### src/sv/bebw_pkg.sv
package bebw_pkg;

    localparam int LENGTH_BITS_DEF = 32;

    typedef struct packed {
        logic [7:0] data_byte;
        logic       doc_start;
    } in_t;

    typedef struct packed {
        logic [3:0] byte_role;
        logic [7:0] element_type;
        logic       element_last;
        logic       doc_done;
        logic       parse_error;
    } out_t;

    localparam logic [3:0] ROLE_DOC_LEN   = 4'd0;
    localparam logic [3:0] ROLE_TYPE      = 4'd1;
    localparam logic [3:0] ROLE_KEY       = 4'd2;
    localparam logic [3:0] ROLE_KEY_END   = 4'd3;
    localparam logic [3:0] ROLE_LENGTH    = 4'd4;
    localparam logic [3:0] ROLE_VALUE     = 4'd5;
    localparam logic [3:0] ROLE_PATTERN   = 4'd6;
    localparam logic [3:0] ROLE_OPTIONS   = 4'd7;
    localparam logic [3:0] ROLE_DOC_END   = 4'd8;
    localparam logic [3:0] ROLE_IGNORED   = 4'd9;

    localparam logic [7:0] TYPE_END        = 8'h00;
    localparam logic [7:0] TYPE_DOUBLE     = 8'h01;
    localparam logic [7:0] TYPE_STRING     = 8'h02;
    localparam logic [7:0] TYPE_OBJECT     = 8'h03;
    localparam logic [7:0] TYPE_ARRAY      = 8'h04;
    localparam logic [7:0] TYPE_BINARY     = 8'h05;
    localparam logic [7:0] TYPE_OBJECTID   = 8'h07;
    localparam logic [7:0] TYPE_BOOL       = 8'h08;
    localparam logic [7:0] TYPE_DATETIME   = 8'h09;
    localparam logic [7:0] TYPE_NULL       = 8'h0A;
    localparam logic [7:0] TYPE_REGEX      = 8'h0B;
    localparam logic [7:0] TYPE_CODE       = 8'h0D;
    localparam logic [7:0] TYPE_CODE_SCOPE = 8'h0F;
    localparam logic [7:0] TYPE_INT32      = 8'h10;
    localparam logic [7:0] TYPE_TIMESTAMP  = 8'h11;
    localparam logic [7:0] TYPE_INT64      = 8'h12;

    typedef enum logic [2:0] {
        KIND_BAD,
        KIND_FIXED,
        KIND_STR,
        KIND_BIN,
        KIND_TOTAL,
        KIND_REGEX
    } kind_t;

    function automatic kind_t kind_of(input logic [7:0] t);
        kind_t k;
        case (t)
            TYPE_DOUBLE, TYPE_DATETIME, TYPE_TIMESTAMP, TYPE_INT64,
            TYPE_INT32, TYPE_BOOL, TYPE_OBJECTID, TYPE_NULL: k = KIND_FIXED;
            TYPE_STRING, TYPE_CODE:                          k = KIND_STR;
            TYPE_BINARY:                                     k = KIND_BIN;
            TYPE_OBJECT, TYPE_ARRAY, TYPE_CODE_SCOPE:        k = KIND_TOTAL;
            TYPE_REGEX:                                      k = KIND_REGEX;
            default:                                         k = KIND_BAD;
        endcase
        return k;
    endfunction

    function automatic logic [3:0] fixed_size(input logic [7:0] t);
        logic [3:0] n;
        case (t)
            TYPE_DOUBLE, TYPE_DATETIME, TYPE_TIMESTAMP, TYPE_INT64: n = 4'd8;
            TYPE_INT32:    n = 4'd4;
            TYPE_BOOL:     n = 4'd1;
            TYPE_OBJECTID: n = 4'd12;
            default:       n = 4'd0;
        endcase
        return n;
    endfunction

endpackage

### src/sv/bson_element_boundary_walker_unit.sv
// Tags each byte of a BSON byte stream with its role (document length, element type, key, length
// field, value, regex strings, document end or ignored) and marks element ends, document end and
// parse errors. One byte is taken per cycle while the output is not stalled, and one tag transaction
// comes out per byte, in order, from the result register; the state of the element
// walk is updated by a single step of logic between the input register and the result register,
// so throughput is one byte per clock unless stalled. LENGTH_BITS bounds accepted declared lengths.
module bson_element_boundary_walker_unit #(
    parameter int LENGTH_BITS = bebw_pkg::LENGTH_BITS_DEF
) (
    input  logic           clk,
    input  logic           rst_n,
    input  logic           byte_valid,
    output logic           byte_ready,
    input  bebw_pkg::in_t  byte_item,
    output logic           tag_valid,
    input  logic           tag_ready,
    output bebw_pkg::out_t tag_item
);

    logic           s1_valid_reg;
    bebw_pkg::in_t  s1_item_reg;
    logic           tag_valid_reg;
    bebw_pkg::out_t tag_item_reg;
    bebw_pkg::out_t result;
    logic           step;

    assign step       = s1_valid_reg && (!tag_valid_reg || tag_ready);
    assign byte_ready = !s1_valid_reg || step;
    assign tag_valid  = tag_valid_reg;
    assign tag_item   = tag_item_reg;

    bebw_core #(
        .LENGTH_BITS (LENGTH_BITS)
    ) u_core (
        .clk    (clk),
        .rst_n  (rst_n),
        .step   (step),
        .item   (s1_item_reg),
        .result (result)
    );

    always_ff @(posedge clk or negedge rst_n)
    begin
        if (!rst_n)
        begin
            s1_valid_reg  <= 1'b0;
            tag_valid_reg <= 1'b0;
        end
        else
        begin
            if (byte_ready)
            begin
                s1_valid_reg <= byte_valid;
            end
            if (step)
            begin
                tag_valid_reg <= 1'b1;
            end
            else if (tag_ready)
            begin
                tag_valid_reg <= 1'b0;
            end
        end
    end

    always_ff @(posedge clk)
    begin
        if (byte_ready && byte_valid)
        begin
            s1_item_reg <= byte_item;
        end
        if (step)
        begin
            tag_item_reg <= result;
        end
    end

endmodule

### src/sv/bebw_core.sv
module bebw_core #(
    parameter int LENGTH_BITS = bebw_pkg::LENGTH_BITS_DEF
) (
    input  logic           clk,
    input  logic           rst_n,
    input  logic           step,
    input  bebw_pkg::in_t  item,
    output bebw_pkg::out_t result
);

    localparam int REM_W = LENGTH_BITS + 1;

    typedef enum logic [2:0] {
        PH_IDLE,
        PH_DOCLEN,
        PH_TYPE,
        PH_KEY,
        PH_LEN,
        PH_VALUE,
        PH_PATTERN,
        PH_OPTIONS
    } phase_t;

    phase_t             phase_reg, phase_next;
    logic [7:0]         type_reg, type_next;
    logic [31:0]        acc_reg, acc_next;
    logic [1:0]         idx_reg, idx_next;
    logic [REM_W-1:0]   rem_reg, rem_next;

    always_comb
    begin
        phase_t            ph;
        logic [7:0]        typ;
        logic [31:0]       acc;
        logic [1:0]        idx;
        logic [REM_W-1:0]  rem;
        logic [7:0]        b;
        logic [31:0]       len;
        logic [REM_W-1:0]  len_r;
        logic              bad;
        bebw_pkg::kind_t   kind;

        b   = item.data_byte;
        ph  = phase_reg;
        typ = type_reg;
        acc = acc_reg;
        idx = idx_reg;
        rem = rem_reg;
        if (item.doc_start)
        begin
            ph  = PH_DOCLEN;
            typ = 8'd0;
            acc = 32'd0;
            idx = 2'd0;
            rem = '0;
        end

        kind  = bebw_pkg::kind_of(typ);
        len   = acc | ({24'd0, b} << {idx, 3'b000});
        len_r = REM_W'(len);
        bad   = len[31] || ((len >> LENGTH_BITS) != 32'd0)
                || ((kind == bebw_pkg::KIND_TOTAL) && (len < 32'd4));

        phase_next = ph;
        type_next  = typ;
        acc_next   = acc;
        idx_next   = idx;
        rem_next   = rem;

        result.byte_role    = bebw_pkg::ROLE_IGNORED;
        result.element_type = 8'd0;
        result.element_last = 1'b0;
        result.doc_done     = 1'b0;
        result.parse_error  = 1'b0;

        case (ph)
            PH_DOCLEN:
            begin
                result.byte_role = bebw_pkg::ROLE_DOC_LEN;
                idx_next = idx + 2'd1;
                if (idx == 2'd3)
                begin
                    phase_next = PH_TYPE;
                end
            end
            PH_TYPE:
            begin
                if (b == bebw_pkg::TYPE_END)
                begin
                    result.byte_role = bebw_pkg::ROLE_DOC_END;
                    result.doc_done  = 1'b1;
                    type_next        = 8'd0;
                    phase_next       = PH_IDLE;
                end
                else if (bebw_pkg::kind_of(b) == bebw_pkg::KIND_BAD)
                begin
                    result.element_type = b;
                    result.parse_error  = 1'b1;
                    type_next           = 8'd0;
                    phase_next          = PH_IDLE;
                end
                else
                begin
                    result.byte_role    = bebw_pkg::ROLE_TYPE;
                    result.element_type = b;
                    type_next           = b;
                    phase_next          = PH_KEY;
                end
            end
            PH_KEY:
            begin
                result.element_type = typ;
                if (b != 8'd0)
                begin
                    result.byte_role = bebw_pkg::ROLE_KEY;
                end
                else
                begin
                    result.byte_role = bebw_pkg::ROLE_KEY_END;
                    case (kind)
                        bebw_pkg::KIND_FIXED:
                        begin
                            if (bebw_pkg::fixed_size(typ) == 4'd0)
                            begin
                                result.element_last = 1'b1;
                                phase_next          = PH_TYPE;
                            end
                            else
                            begin
                                rem_next   = REM_W'(bebw_pkg::fixed_size(typ));
                                phase_next = PH_VALUE;
                            end
                        end
                        bebw_pkg::KIND_REGEX:
                        begin
                            phase_next = PH_PATTERN;
                        end
                        default:
                        begin
                            acc_next   = 32'd0;
                            idx_next   = 2'd0;
                            phase_next = PH_LEN;
                        end
                    endcase
                end
            end
            PH_LEN:
            begin
                result.byte_role    = bebw_pkg::ROLE_LENGTH;
                result.element_type = typ;
                acc_next            = len;
                idx_next            = idx + 2'd1;
                if (idx == 2'd3)
                begin
                    if (bad)
                    begin
                        result.parse_error = 1'b1;
                        phase_next         = PH_IDLE;
                    end
                    else
                    begin
                        case (kind)
                            bebw_pkg::KIND_BIN:   rem_next = len_r + REM_W'(1);
                            bebw_pkg::KIND_TOTAL: rem_next = len_r - REM_W'(4);
                            default:              rem_next = len_r;
                        endcase
                        if (rem_next == '0)
                        begin
                            result.element_last = 1'b1;
                            phase_next          = PH_TYPE;
                        end
                        else
                        begin
                            phase_next = PH_VALUE;
                        end
                    end
                end
            end
            PH_VALUE:
            begin
                result.byte_role    = bebw_pkg::ROLE_VALUE;
                result.element_type = typ;
                if (rem <= REM_W'(1))
                begin
                    rem_next            = '0;
                    result.element_last = 1'b1;
                    phase_next          = PH_TYPE;
                end
                else
                begin
                    rem_next = rem - REM_W'(1);
                end
            end
            PH_PATTERN:
            begin
                result.byte_role    = bebw_pkg::ROLE_PATTERN;
                result.element_type = typ;
                if (b == 8'd0)
                begin
                    phase_next = PH_OPTIONS;
                end
            end
            PH_OPTIONS:
            begin
                result.byte_role    = bebw_pkg::ROLE_OPTIONS;
                result.element_type = typ;
                if (b == 8'd0)
                begin
                    result.element_last = 1'b1;
                    phase_next          = PH_TYPE;
                end
            end
            default:
            begin
                phase_next = PH_IDLE;
            end
        endcase
    end

    always_ff @(posedge clk or negedge rst_n)
    begin
        if (!rst_n)
        begin
            phase_reg <= PH_IDLE;
            type_reg  <= 8'd0;
            acc_reg   <= 32'd0;
            idx_reg   <= 2'd0;
            rem_reg   <= '0;
        end
        else if (step)
        begin
            phase_reg <= phase_next;
            type_reg  <= type_next;
            acc_reg   <= acc_next;
            idx_reg   <= idx_next;
            rem_reg   <= rem_next;
        end
    end

    a_done_idle: assert property (@(posedge clk) disable iff (!rst_n)
        step && result.doc_done |=> phase_reg == PH_IDLE)
        else $error("phase not idle after document end");

    a_err_idle: assert property (@(posedge clk) disable iff (!rst_n)
        step && result.parse_error |=> phase_reg == PH_IDLE)
        else $error("phase not idle after parse error");

    a_last_type: assert property (@(posedge clk) disable iff (!rst_n)
        step && result.element_last |=> phase_reg == PH_TYPE)
        else $error("element end not followed by type byte");

    a_value_rem: assert property (@(posedge clk) disable iff (!rst_n)
        phase_reg == PH_VALUE |-> rem_reg != '0)
        else $error("value phase with no bytes remaining");

endmodule

### config.mk
export PLATFORM = sky130hd
export DESIGN_NAME = bson_element_boundary_walker_unit
export DESIGN_NICKNAME = d
export VERILOG_FILES = /design/src/sv/bebw_pkg.sv /design/src/sv/bson_element_boundary_walker_unit.sv /design/src/sv/bebw_core.sv
export SDC_FILE = /design/constraint.sdc
export NUM_CORES = 1
export LEC_CHECK = 0
export BUFFER_PORTS_ARGS = -buffer_cell sky130_fd_sc_hd__buf_2
export CAP_MARGIN = 20
export CORE_MARGIN = 4
export CORE_UTILIZATION = 40
export CTS_CLUSTER_DIAMETER = 40
export DETAILED_ROUTE_END_ITERATION = 10
export SLEW_MARGIN = 20
export SYNTH_ARGS = -nofsm -noshare
export SYNTH_HDL_FRONTEND = slang
export SYNTH_SLANG_ARGS = --single-unit
### constraint.sdc
create_clock -name clk -period 7.84 [get_ports clk]
set_clock_uncertainty 0.05 [all_clocks]
set_input_delay 1.96 -clock clk [delete_from_list [all_inputs] [get_ports clk]]
set_output_delay 1.96 -clock clk [all_outputs]
set_load 0.01 [all_outputs]
Word level (Yosys, flattened, before mapping)
Memories as Yosys holds them, arrays and structs flattened. A register that Yosys moved wholly into a read port is not among the register bits. Cells that the tools add are included.

Add/sub/neg operators: 4. Magnitude comparators: 2. Eq/ne operators: 19. Shift operators: 1. Mux-type cells: 69. Bitwise operators: 1. Reduce and logical (&&, ||, !) cells: 20.

Operators with widths (count): $mux W33 (10); $pmux W33 S3 (1); $mux W32 (3); $pmux W33 S2 (1); $pmux W32 S2 (1); $mux W3 (15); $mux W8 (5); $add A32 B1 Y33 const B (1); $le A33 B1 Y1 const B (1); $logic_not A33 Y1 (1); $sub A32 B3 Y33 const B (1); $sub A33 B1 Y33 const B (1); $lt A32 B3 Y1 const B (1); $or A32 B32 Y32 (1); $shl A8 B5 Y32 (1); $pmux W4 S7 (1); $eq A8 B5 Y1 const B (3); $pmux W3 S7 (1); $mux W4 (5); $eq A3 B3 Y1 const B (6); $eq A8 B4 Y1 const B (2); $pmux W4 S4 (1); $pmux W8 S2 (1); $mux W1 (15); other kinds (23) (37).

Bits in registers: 104. Bits in read-only memories: 192. Input bits: 13. Memories kept: 2.

Memories: (no name shown) (depth 32, width 3, rd ports 1, clocked after memory_dff 0, write ports 0, line bebw_pkg.sv:57) `case (t)`; (no name shown) (depth 32, width 3, rd ports 1, clocked after memory_dff 1, write ports 0, line bebw_pkg.sv:57).

Depth between registers and ports, before layout
Gate-level depths: netlist of the first run.

Depth after elaboration: 14. Gate-level depth with buffers: 18. Depth with buffers taken out: 13.

Cells and area by module
A second synthesis of the first run with hierarchy kept.

Cells, all modules: 1015. Area, all modules: 8096.5 um^2.

Modules (own cells, without submodules): bebw_core (instances 1, cells each 983, area each 7272.0 um^2, seq. area each 1951.9 um^2); bson_element_boundary_walker_unit (instances 1, cells each 32, area each 824.5 um^2, seq. area each 770.7 um^2).

Worst setup path before layout of the first run
No wires, ideal clock.

Path type: input -> output. From: input tag_ready. To: output byte_ready. Arrival time: 2.174 ns. Slack: 3.656 ns. Cell stages on the path: 1. Cell sequence: nand3b_1.

Word-level cells in the longest chain between the ends: 3.

Ends and longest elaborated chain: from (decl) (line bson_element_boundary_walker_unit.sv:16) `input logic tag_ready,`; $logic_or A1 B1 Y1 (line bson_element_boundary_walker_unit.sv:27) `assign step = s1_valid_reg && (!tag_valid_reg || tag_ready);`; $logic_and A1 B1 Y1 (line bson_element_boundary_walker_unit.sv:27); $logic_or A1 B1 Y1 (line bson_element_boundary_walker_unit.sv:28) `assign byte_ready = !s1_valid_reg || step;`; to (decl) (line bson_element_boundary_walker_unit.sv:13) `output logic byte_ready,`.

Every way passes these cells.

==> qor.tcl, run 1 <==
set qor(arrival_time_worst_endpoint_ns) 5.26
set qor(die_area_um2) 23200
set qor(comb_power_share_pct) 39.9
set qor(synth_seq_area_share_pct) 33.4
set qor(yosysTopAreaCellShare_pct) 24.0
set qor(peak_freq_ghz) 0.197
set qor(placement.io_buffers) 29
set qor(pwr_density_nw_per_um2) 216
set qor(critical_path_buf_inv_count) 3
set qor(ys.warnings.count) 0
set qor(cpLargestDelayFamily) {simple AND/OR/NAND/NOR gates}
set qor(max_cap_viol_count) 0
set qor(cp.required_ns) 8.03
set qor(detail_route.wirelength_um) 29300
set qor(finalSetupTns_ns) 0
set qor(detail_route.drc_violations) 0
set qor(antenna_found_initial) 0
set qor(area_occupied_by_registers_um2) 2780
set qor(first_global_vias) 7977
set qor(async_reset_ff_share_pct) 74.8
set qor(grt_max_degree) 68
set qor(synthMostInstantiatedCell) {nand2_1}
set qor(die_width_um) 152
set qor(hold_ws_ns) 0.425
set qor(floorplan.initialDensity_pct) 40.9
set qor(yosysTopAreaCell) {dfrtp_1}
set qor(timing.max_slew.rel_slack_pct) 32.1
set qor(top_level_ports) 30
set qor(cts_root_buf) {clkbuf_16}
set qor(final_layout_size_suffix_gt1_share_pct) 8.72
set qor(rsz0062_at_grt) {no}
set qor(largest_register_ff_count) 33
set qor(global_route.peak_usage_layer) {met2}
set qor(synth.cell_area_um2) 8330
set qor(cts_max_level) 3
set qor(worstSetupEndpointType) {flop}
set qor(cts-resized-gates) 0
set qor(grt_overflow_total) 0
set qor(power.switching_fraction_pct) 42.5
set qor(synth_area_per_cell_um2) 7.92
set qor(critPathMaxStageDelay_ns) 0.68
set qor(via_count) 8452
set qor(tritoncts_clock_tree) {built}
set qor(coreArea_um2) 20400
set qor(run_status) {completed}
set qor(crit_path_max_fanout) 53
set qor(gr-usage-met1_pct) 34.8
set qor(pwr-share-seq_pct) 36.4
set qor(syn_inst) 1052
set qor(path_cells) {buf_4 > inv_1 > a22o_1 > inv_1 > ha_1 > o221a_2 > o2111ai_1 > nor4_1 > a22oi_1 > xnor2_1 > nor4_1 > nand4_1 > nor4b_1 > a221o_1}
set qor(timing_worst_slew_pin_value_ns) 1.01
set qor(grt_pass1_wl_um) 46500
set qor(p_leak_nw) 3.32
set qor(vias_per_cell) 6.43
set qor(area.growth.synth_to_final_pct) 7.50
set qor(post_drt_wl_per_cell_um) 22.3
set qor(post_cts_setup_repair_buffer_count) 0
set qor(final.period_utilization_pct) 64.7
set qor(clkLatencyLatePin_ns) 0.37
set qor(switchingPower_mw) 0.824
set qor(crit_path_top_delay_cell) {nor4_1}
set qor(num-nets-final) 1057
set qor(globalplace.congestion) 0.966
set qor(finalCriticalPeriod_ns) 5.08
set qor(grt.met2_usage_pct) 39.0
set qor(grt_util_all_layers_pct) 24.8
set qor(worstSetupPathType) {flop to flop}
set qor(hpwl_um) 20900
set qor(numCtsBuffers) 9
set qor(synth_cell_types) 78
set qor(ant_nets) 0
set qor(placementRows) 52
set qor(critical_path.startpoint_type) {flop}
set qor(detailedRoute.firstIterationViolations) 1118
set qor(synthTopCellsByArea) {dfrtp_1, edfxtp_1, o21ai_0}
set qor(postSynth.topFlopCell) {dfrtp_1}
set qor(synth_fp_nets) 1070
set qor(antenna_cells_inserted) 0
set qor(number_of_pins_with_negative_max_slew_slack_in_the_final_report) 0
set qor(yosys_register_bits) 107
set qor(synthTopCellsByCount) {nand2_1, nor2_1, o21ai_0}
set qor(clock_transition_time_at_the_flip_flop_clock_pins_of_the_worst_setup_and_hold_paths_ns) 0.08
set qor(area_used_by_multi_input_combinational_logic_um2) 5150
set qor(intPower_mw) 1.11
set qor(hold_buffers) 0
set qor(finalSetupViolCount) 0
set qor(fp.dieH_um) 152
set qor(synth_edf_count) 24
set qor(final-hold-violation-count) 0
set qor(clk_path_buf_depth) 2
set qor(n_fill_cell) 2057
set qor(min-delay-path-class) {flop to flop}
set qor(maximum_resistive_drop_on_vdd_mv) 0.0918
set qor(clockPowerShare_pct) 23.7
set qor(cts_num_sinks) 107
set qor(groute.layer.met3.usage_pct) 4.43
set qor(detailedRoute.firstPassIterationCount) 10
==> final cells by class <==
class                   instances  share of cell area, %
well taps                     270                   3.77
clock inverters                 7                  0.685
clock buffers                   9                   2.52
flip-flops and latches        107                   31.1
multi-input cells             842                   57.6
repair buffers                 44                   2.91
inverters                      35                   1.47
==> tightest hold or removal path: stages (launching register included) <==
cell,delay [ns]
dfrtp_1,0.34
nand2_1,0.04
o21ai_0,0.06
==> path summary, 6_finish.rpt <==
kind                                          startpoint                             end  cells after the start  slack, ns
max reg2reg                     s1_item_reg[0]$_DFFE_PP_           tag_item[2]$_DFFE_PP_                     14       2.76
min                        u_core.acc_reg[1]$_DFFE_PN0P_   u_core.acc_reg[1]$_DFFE_PN0P_                      2       0.43
max in group asynchronous                          rst_n   u_core.rem_reg[0]$_DFFE_PN0P_                      2       5.23
max                             s1_item_reg[0]$_DFFE_PP_           tag_item[2]$_DFFE_PP_                     14       2.76
min in group asynchronous                          rst_n  u_core.rem_reg[23]$_DFFE_PN0P_                      1       1.52
min reg2reg                u_core.acc_reg[1]$_DFFE_PN0P_   u_core.acc_reg[1]$_DFFE_PN0P_                      2       0.43
==> power groups by stage <==
stage          clock [mW]  sequential, mW  combinational (mW)
6_report            0.459           0.705               0.774
5_1_grt             0.488           0.717               0.850
4_1_cts             0.466           0.701               0.759
3_5_place_dp            0           0.712               0.757
3_3_place_gp            0           0.712               0.751
2_1_floorplan           0           0.680               0.574
==> cells by family after synthesis <==
| family | after synthesis | synth area share [%] |
|---|---|---|
| fa+ha+maj | 5 | 0.751 |
| simple gates | 433 | 26.9 |
| buf+inv | 103 | 4.93 |
| xor+xnor | 38 | 4.00 |
| mux | 15 | 1.95 |
| flops | 107 | 33.4 |
| compound gates | 351 | 28.1 |
==> metrics by stage <==
step                      setup WS [ns]  area (um^2)  power (mW)  utilization, %  instances
final                              2.76         8950        1.94            44.0       1314
after global routing               2.50         8950        2.06            44.0       1314
after CTS                          2.99         8940        1.93            43.9       1314
after detailed placement           2.93         8660        1.47            42.5       1298
after global placement             2.92         8660        1.46            42.5       1298
after floorplan                    3.66         8330        1.25               -       1052
==> layer usage <==
layer	share of wire (%)	wire length, um
met3	8.6	2520
met2	46	13500
met1	43	12600
met4	2.4	705
met5	0	0
==> layout by cell type (no fill, tap or decap), types with 7 or more instances in the layout <==
cell,count
nor2_1,100
a31oi_1,21
mux2_2,10
o211ai_1,7
o21ai_0,90
buf_4,16
nor4_1,27
o21a_1,11
xor2_1,7
o21ai_1,7
xnor2_1,31
a22o_1,30
a22oi_1,14
dfrtp_1,80
nand4_1,22
nor3b_1,10
or2_2,9
nor2b_1,15
nor3_1,45
nand2b_1,17
edfxtp_1,24
nand3b_1,15
inv_1,34
buf_2,28
a21o_1,10
clkbuf_16,9
o22ai_1,14
nand3_1,18
o2bb2ai_1,7
nand2_1,101
and2_1,14
or3_1,8
a21oi_1,64
Note: power is estimated with default switching activity, not from simulation.
==> run 2, diff against run 1 <==
- clock period: 7.84 -> 4.4 ns (I/O delays scaled with it)
==> run 2 against run 1 <==
Via count up 3.2%. Register-to-register slack worse by 2.5 ns. Final cell count up 3.7%. Largest cell class unchanged. Largest power group unchanged.
==> qor.tcl, run 2 (synthesis gave the netlist of run 1 again) <==
set qor(run_status) {completed}
set qor(area.growth.synth_to_final_pct) 12.3
set qor(number_of_pins_with_negative_max_slew_slack_in_the_final_report) 0
set qor(num-nets-final) 1106
set qor(finalSetupViolCount) 0
set qor(detail_route.wirelength_um) 30300
set qor(cts_num_sinks) 107
set qor(crit_path_max_fanout) 10
set qor(post_cts_setup_repair_buffer_count) 0
set qor(dpl_ws_ns) 0.250
set qor(placement.io_buffers) 29
set qor(setup_slack_on_the_worst_flop_to_flop_path_ns) 0.26
set qor(comb_power_share_pct) 40.8
set qor(clk_path_buf_depth) 2
set qor(pwr_density_nw_per_um2) 386
set qor(placementRows) 52
set qor(peak_freq_ghz) 0.242
set qor(final_layout_size_suffix_gt1_share_pct) 12.8
set qor(max_cap_viol_count) 0
set qor(grt_overflow_total) 0
set qor(arrival_time_worst_endpoint_ns) 4.31
set qor(hold_buffers) 0
set qor(cts_max_level) 3
set qor(clock_transition_time_at_the_flip_flop_clock_pins_of_the_worst_setup_and_hold_paths_ns) 0.08
set qor(timing_worst_slew_pin_value_ns) 0.913
set qor(clockPowerShare_pct) 24.4
set qor(hpwl_um) 22400
set qor(grt_max_degree) 73
set qor(critical_path.reg2reg.startpoint) {u_core.type_reg[3]$_DFFE_PN0P_}
set qor(die_width_um) 152
set qor(antenna_cells_inserted) 0
set qor(coreArea_um2) 20400
set qor(min-delay-path-class) {flop to flop}
set qor(min_delay_worst_endpoint) {u_core.acc_reg[7]$_DFFE_PN0P_}
set qor(r2r_cells) 10
set qor(timing.rr.end) {u_core.phase_reg[2]$_DFFE_PN0P_}
set qor(finalCriticalPeriod_ns) 4.14
set qor(ant_nets) 0
set qor(worstSetupPathType) {flop to flop}
set qor(grt_util_all_layers_pct) 25.7
set qor(tritoncts_clock_tree) {built}
set qor(finalSetupTns_ns) 0
set qor(largest_register_ff_count) 33
set qor(p_leak_nw) 3.57
set qor(top_library_cells_by_usage_in_the_layout_fill_and_taps_aside) {nand2_1, nor2_1, o21ai_0}
set qor(die_area_um2) 23200
set qor(via_count) 8725
set qor(post_drt_wl_per_cell_um) 22.3
set qor(n_fill_cell) 2030
set qor(clkLatencyLatePin_ns) 0.37
set qor(cp.required_ns) 4.57
set qor(final.period_utilization_pct) 94.1
set qor(first_global_vias) 8120
set qor(antenna_found_initial) 0
set qor(top_level_ports) 30
set qor(grt_pass1_wl_um) 47600
set qor(switchingPower_mw) 1.50
set qor(detailedRoute.firstPassIterationCount) 5
set qor(detail_route.drc_violations) 0
set qor(power.switching_fraction_pct) 41.7
set qor(floorplan.initialDensity_pct) 40.9
set qor(cts_root_buf) {clkbuf_16}
set qor(design_power_total_mw) 3.61
set qor(critical_path.startpoint_type) {flop}
set qor(intPower_mw) 2.10
set qor(maximum_resistive_drop_on_vdd_mv) 0.205
set qor(worst_hold_startpoint) {u_core.acc_reg[7]$_DFFE_PN0P_}
set qor(worstSetupEndpointType) {flop}
set qor(timing.max_slew.rel_slack_pct) 38.8
set qor(numCtsBuffers) 9
set qor(cts-resized-gates) 0
set qor(detailedRoute.firstIterationViolations) 1031
set qor(min_delay_path_depth) 2
set qor(pwr-share-seq_pct) 34.9
set qor(fp.dieH_um) 152
set qor(layout_commonest_cell) {nand2_1}
set qor(final-hold-violation-count) 0
set qor(vias_per_cell) 6.40
set qor(rsz0062_at_grt) {no}
set qor(globalplace.congestion) 0.964
set qor(final_critical_path_setup_slack_ns) 0.261
-- run 2: metal layers --
metal / part of all wire (%) / wire [um] / vias up / GRT usage [%]
met5: 0 / 0 / - / 0
met2: 45 / 13500 / 416 / 39.8
li1: - / - / 4031 / -
met1: 43 / 13100 / 4196 / 35.6
met4: 3.6 / 1090 / 0 / 9.33
met3: 8.8 / 2680 / 82 / 5.11
-- run 2: worst max-delay path by stage --
| stage | slack, ns | endpoint | startpoint |
|---|---|---|---|
| after global placement | 0.16 | u_core.phase_reg[2]$_DFFE_PN0P_ | u_core.type_reg[0]$_DFFE_PN0P_ |
| final | 0.26 | u_core.phase_reg[2]$_DFFE_PN0P_ | u_core.type_reg[3]$_DFFE_PN0P_ |
| after floorplan | 0.60 | u_core.phase_reg[2]$_DFFE_PN0P_ | u_core.type_reg[3]$_DFFE_PN0P_ |
| after CTS | 0.22 | u_core.phase_reg[2]$_DFFE_PN0P_ | u_core.type_reg[0]$_DFFE_PN0P_ |
| after global routing | 0.009 | u_core.phase_reg[2]$_DFFE_PN0P_ | u_core.type_reg[0]$_DFFE_PN0P_ |
| after detailed placement | 0.25 | u_core.phase_reg[2]$_DFFE_PN0P_ | u_core.type_reg[0]$_DFFE_PN0P_ |
-- run 2: stage by stage --
stage               area (um^2)  instances  utilization (%)  hold WS, ns
finish                     9350       1363             45.9        0.440
global route               9350       1363             45.9        0.453
CTS                        9340       1363             45.9        0.441
detailed placement         9040       1347             44.4        0.424
global placement           9030       1346             44.3        0.413
floorplan                  8330       1052                -        0.392
-- run 2: critical path, stage by stage, from the launching register on --
cell and delay, ns:
dfrtp_1 0.48, or3b_1 0.45, o22a_1 0.23, or4_1 0.58, or4_1 0.58, o32ai_1 0.29
mux2_2 0.40, nor4_1 0.21, nand4b_1 0.19, nor4_4 0.37, a41oi_1 0.15
-- run 2: cell type report --
class	instances	area, um^2	share of cell area [%]
repair buffers	93	642	6.86
flip-flops and latches	107	2780	29.8
well taps	270	338	3.61
clock inverters	7	81.3	0.870
clock buffers	9	225	2.41
multi-input cells	842	5150	55.1
inverters	35	131	1.40
-- run 2: power by group through the flow --
stage	logic [mW]	clock network [mW]	registers, mW
after floorplan	1.02	0	1.21
after global placement	1.43	0	1.27
after detailed placement	1.43	0	1.27
after CTS	1.44	0.893	1.25
after global routing	1.61	0.933	1.27
final	1.47	0.879	1.26
==> run 3, diff against run 2 <==
- GPL_TIMING_DRIVEN: not set -> 0
- SYNTH_HIERARCHICAL: not set -> 1
==> run 3 against run 2 <==
Sequential share of layout area is 0.40 points lower. Utilization is 1.3 points higher. Worst hold slack better by 0.0085 ns. Non-clock buffer count is 11 higher. Final area is 0.74% lower. Critical path depth is 3 higher. Combinational power is 9% lower. Maximum frequency is 3.5% lower. Register-to-register slack worse by 0.15 ns. Sequential power is 11% lower. Synthesized area is 2.8% lower. Critical endpoint is now tag_item[2]$_DFFE_PP_.
==> qor.tcl, run 3 <==
set qor(setup_slack_on_the_worst_flop_to_flop_path_ns) 0.11
set qor(via_count) 9002
set qor(antenna_found_initial) 0
set qor(die_area_um2) 22600
set qor(clk_path_buf_depth) 2
set qor(hold_ws_ns) 0.448
set qor(yosys_register_bits) 104
set qor(finalCriticalPeriod_ns) 4.29
set qor(synth_fp_nets) 1033
set qor(synth_area_per_cell_um2) 7.98
set qor(detailedRoute.firstPassIterationCount) 8
set qor(coreArea_um2) 19700
set qor(timing.max_slew.rel_slack_pct) 36.4
set qor(wirelength_met1_um) 14300
set qor(vias_per_cell) 6.77
set qor(finalSetupViolCount) 0
set qor(maximum_resistive_drop_on_vdd_mv) 0.172
set qor(grt_overflow_total) 0
set qor(final_layout_size_suffix_gt1_share_pct) 14.9
set qor(path_cells) {clkbuf_4 > buf_2 > nand3b_1 > a21oi_1 > nand4_1 > or4_1 > clkbuf_1 > nor4_2 > a31oi_1 > xnor2_1 > nor4b_4 > nand4_1 > o311ai_2}
set qor(routed.top_layer) {met4}
set qor(yosysTopAreaCell) {dfrtp_1}
set qor(antenna_cells_inserted) 0
set qor(run_status) {completed}
set qor(postSynth.topFlopCell) {dfrtp_1}
set qor(grt_pass1_wl_um) 50500
set qor(worstSetupEndpointType) {flop}
set qor(tritoncts_clock_tree) {built}
set qor(grt_util_all_layers_pct) 29.5
set qor(critPathMostFrequentCell) {nand4_1}
set qor(number_of_pins_with_negative_max_slew_slack_in_the_final_report) 0
set qor(largest_register_ff_count) 33
set qor(comb_power_share_pct) 40.0
set qor(placement.io_buffers) 29
set qor(detail_route.drc_violations) 0
set qor(worstSetupPathType) {flop to flop}
set qor(hpwl_um) 24400
set qor(clock_transition_time_at_the_flip_flop_clock_pins_of_the_worst_setup_and_hold_paths_ns) 0.09
set qor(intPower_mw) 1.93
set qor(syn_inst) 1015
set qor(final-hold-violation-count) 0
set qor(switchingPower_mw) 1.43
set qor(worst_hold_startpoint) {u_core/acc_reg[31]$_DFFE_PN0P_}
set qor(critical_path_buf_inv_count) 3
set qor(globalplace.congestion) 1.01
set qor(timing_worst_slew_pin_value_ns) 0.954
set qor(final_critical_path_setup_slack_ns) 0.112
set qor(detailedRoute.firstIterationViolations) 1357
set qor(min_delay_worst_endpoint) {u_core/acc_reg[31]$_DFFE_PN0P_}
set qor(pwr-share-seq_pct) 33.4
set qor(cts_root_buf) {clkbuf_16}
set qor(numCtsBuffers) 9
set qor(detail_route.wirelength_um) 33600
set qor(grt_max_degree) 44
set qor(crit_path_max_fanout) 10
set qor(fp.dieH_um) 150
set qor(dpl_ws_ns) -1.62
set qor(r2r_cells) 13
set qor(timing.rr.end) {tag_item[2]$_DFFE_PP_}
set qor(min_delay_path_depth) 2
set qor(die_width_um) 150
set qor(top_level_ports) 30
set qor(arrival_time_worst_endpoint_ns) 4.42
set qor(placementRows) 51
set qor(critPathMaxStageDelay_ns) 0.49
set qor(num-nets-final) 1078
set qor(synthMostInstantiatedCell) {nor2_1}
set qor(min-delay-path-class) {flop to flop}
set qor(cts_max_level) 3
set qor(max_cap_viol_count) 0
set qor(ant_nets) 0
set qor(pwr_density_nw_per_um2) 362
set qor(p_leak_nw) 3.52
set qor(synthTopCellsByCount) {nor2_1, nand2_1, dfrtp_1}
set qor(floorplan.initialDensity_pct) 41.2
set qor(peak_freq_ghz) 0.233
set qor(synth_seq_area_share_pct) 33.6
set qor(clockPowerShare_pct) 26.6
set qor(n_fill_cell) 1969
set qor(cp.required_ns) 4.53
set qor(area.growth.synth_to_final_pct) 14.6
set qor(synth_edf_count) 24
set qor(wl_met2_um) 14400
set qor(async_reset_ff_share_pct) 76.9
set qor(critical_path.reg2reg.startpoint) {u_core/idx_reg[0]$_DFFE_PN0P_}
set qor(post_drt_wl_per_cell_um) 25.3
set qor(layout_commonest_cell) {nor2_1}
set qor(ys.warnings.count) 6
set qor(synth.cell_area_um2) 8100
set qor(first_global_vias) 8058
set qor(power.switching_fraction_pct) 42.5
set qor(synth_cell_types) 86
set qor(final.period_utilization_pct) 97.5
set qor(crit_path_top_delay_cell) {dfrtp_2}
set qor(critical_path.startpoint_type) {flop}
set qor(top_library_cells_by_usage_in_the_layout_fill_and_taps_aside) {nor2_1, nand2_1, dfrtp_1}
set qor(yosysTopAreaCellShare_pct) 24.7
set qor(met3WireLength_um) 3610
set qor(clkLatencyLatePin_ns) 0.37
set qor(synthTopCellsByArea) {dfrtp_1, edfxtp_1, nor2_1}
set qor(cpLargestDelayFamily) {simple AND/OR/NAND/NOR gates}
set qor(cts_num_sinks) 104
==> run 3: changes by cell type after synthesis, moves of 9 or more <==
cell / change
nand4_1: -12
nor3_1: -19
nor4_1: -9
o21ai_0: -14
==> run 3: cell families (layout without fill, tap and decap cells) <==
family,Yosys count,count (layout),synth area share (%)
simple gates,405,405,25.9
compound gates,366,366,30.7
flops,104,104,33.6
buf+inv,97,147,4.70
xor+xnor,30,30,3.25
mux,8,8,1.11
fa+ha+maj,5,5,0.773
==> run 3: repair_timing <==
item,4_1_cts,5_1_grt
hold buffers,0,0
pin swaps,2,7
endpoints found under the setup margin,56,46
buffers inserted,1,5
resized for setup,42,48
hold endpoints to repair,0,0
==> run 3: how the worst max path moves through the flow <==
| stage | from | end | slack, ns | cells past startpoint |
|---|---|---|---|---|
| floorplan | s1_item_reg[0]$_DFFE_PP_ | u_core/phase_reg[0]$_DFFE_PN0P_ | 0.48 | 17 |
| global placement | s1_item_reg[0]$_DFFE_PP_ | u_core/rem_reg[24]$_DFFE_PN0P_ | -1.65 | 16 |
| detailed placement | s1_item_reg[0]$_DFFE_PP_ | u_core/rem_reg[24]$_DFFE_PN0P_ | -1.62 | 16 |
| CTS | s1_item_reg[0]$_DFFE_PP_ | tag_item[2]$_DFFE_PP_ | 0.002 | 13 |
| global route | u_core/idx_reg[1]$_DFFE_PN0P_ | tag_item[2]$_DFFE_PP_ | -0.04 | 12 |
| finish | u_core/idx_reg[0]$_DFFE_PN0P_ | tag_item[2]$_DFFE_PP_ | 0.11 | 13 |
==> run 3: power groups by stage <==
stage	Sequential [mW]	Clock [mW]	Combinational, mW
2_1_floorplan	1.11	0	0.802
3_5_place_dp	1.13	0	1.20
4_1_cts	1.12	0.909	1.22
6_report	1.12	0.895	1.34
5_1_grt	1.13	0.952	1.42
3_3_place_gp	1.13	0	1.21
==> run 3: worst min-delay path, stage by stage, from the launching register on <==
cell,delay [ns]
dfrtp_1,0.36
nand2_1,0.05
o21ai_0,0.06
==> run 3: layout make-up <==
cell class,count,area [um^2],share of cell area [%]
clock buffer,9,225,2.43
multi-input combinational,814,5250,56.5
tap,265,332,3.57
clock inverter,7,95.1,1.02
buffer,67,325,3.50
sequential,104,2730,29.4
inverter,27,106,1.15
timing repair buffer,37,225,2.43
==> run 3: metal layers <==
layer  track usage, %  vias to the layer above
li1                 -                     3930
met1             42.0                     4340
met2             43.7                      634
met3             6.26                       98
met4             11.4                        0
met5                0                        -
==> run 3: through the flow <==
step	area (um^2)	std cells	power, mW	TNS (ns)	utilization, %
finish	9280	1330	3.36	0	47.2
CTS	9050	1326	3.25	0	46.0
detailed placement	8620	1311	2.33	-71.28	43.9
global route	9280	1330	3.50	-0.0679	47.2
floorplan	8100	1015	1.91	0	-
global placement	8570	1309	2.34	-82.65	43.6
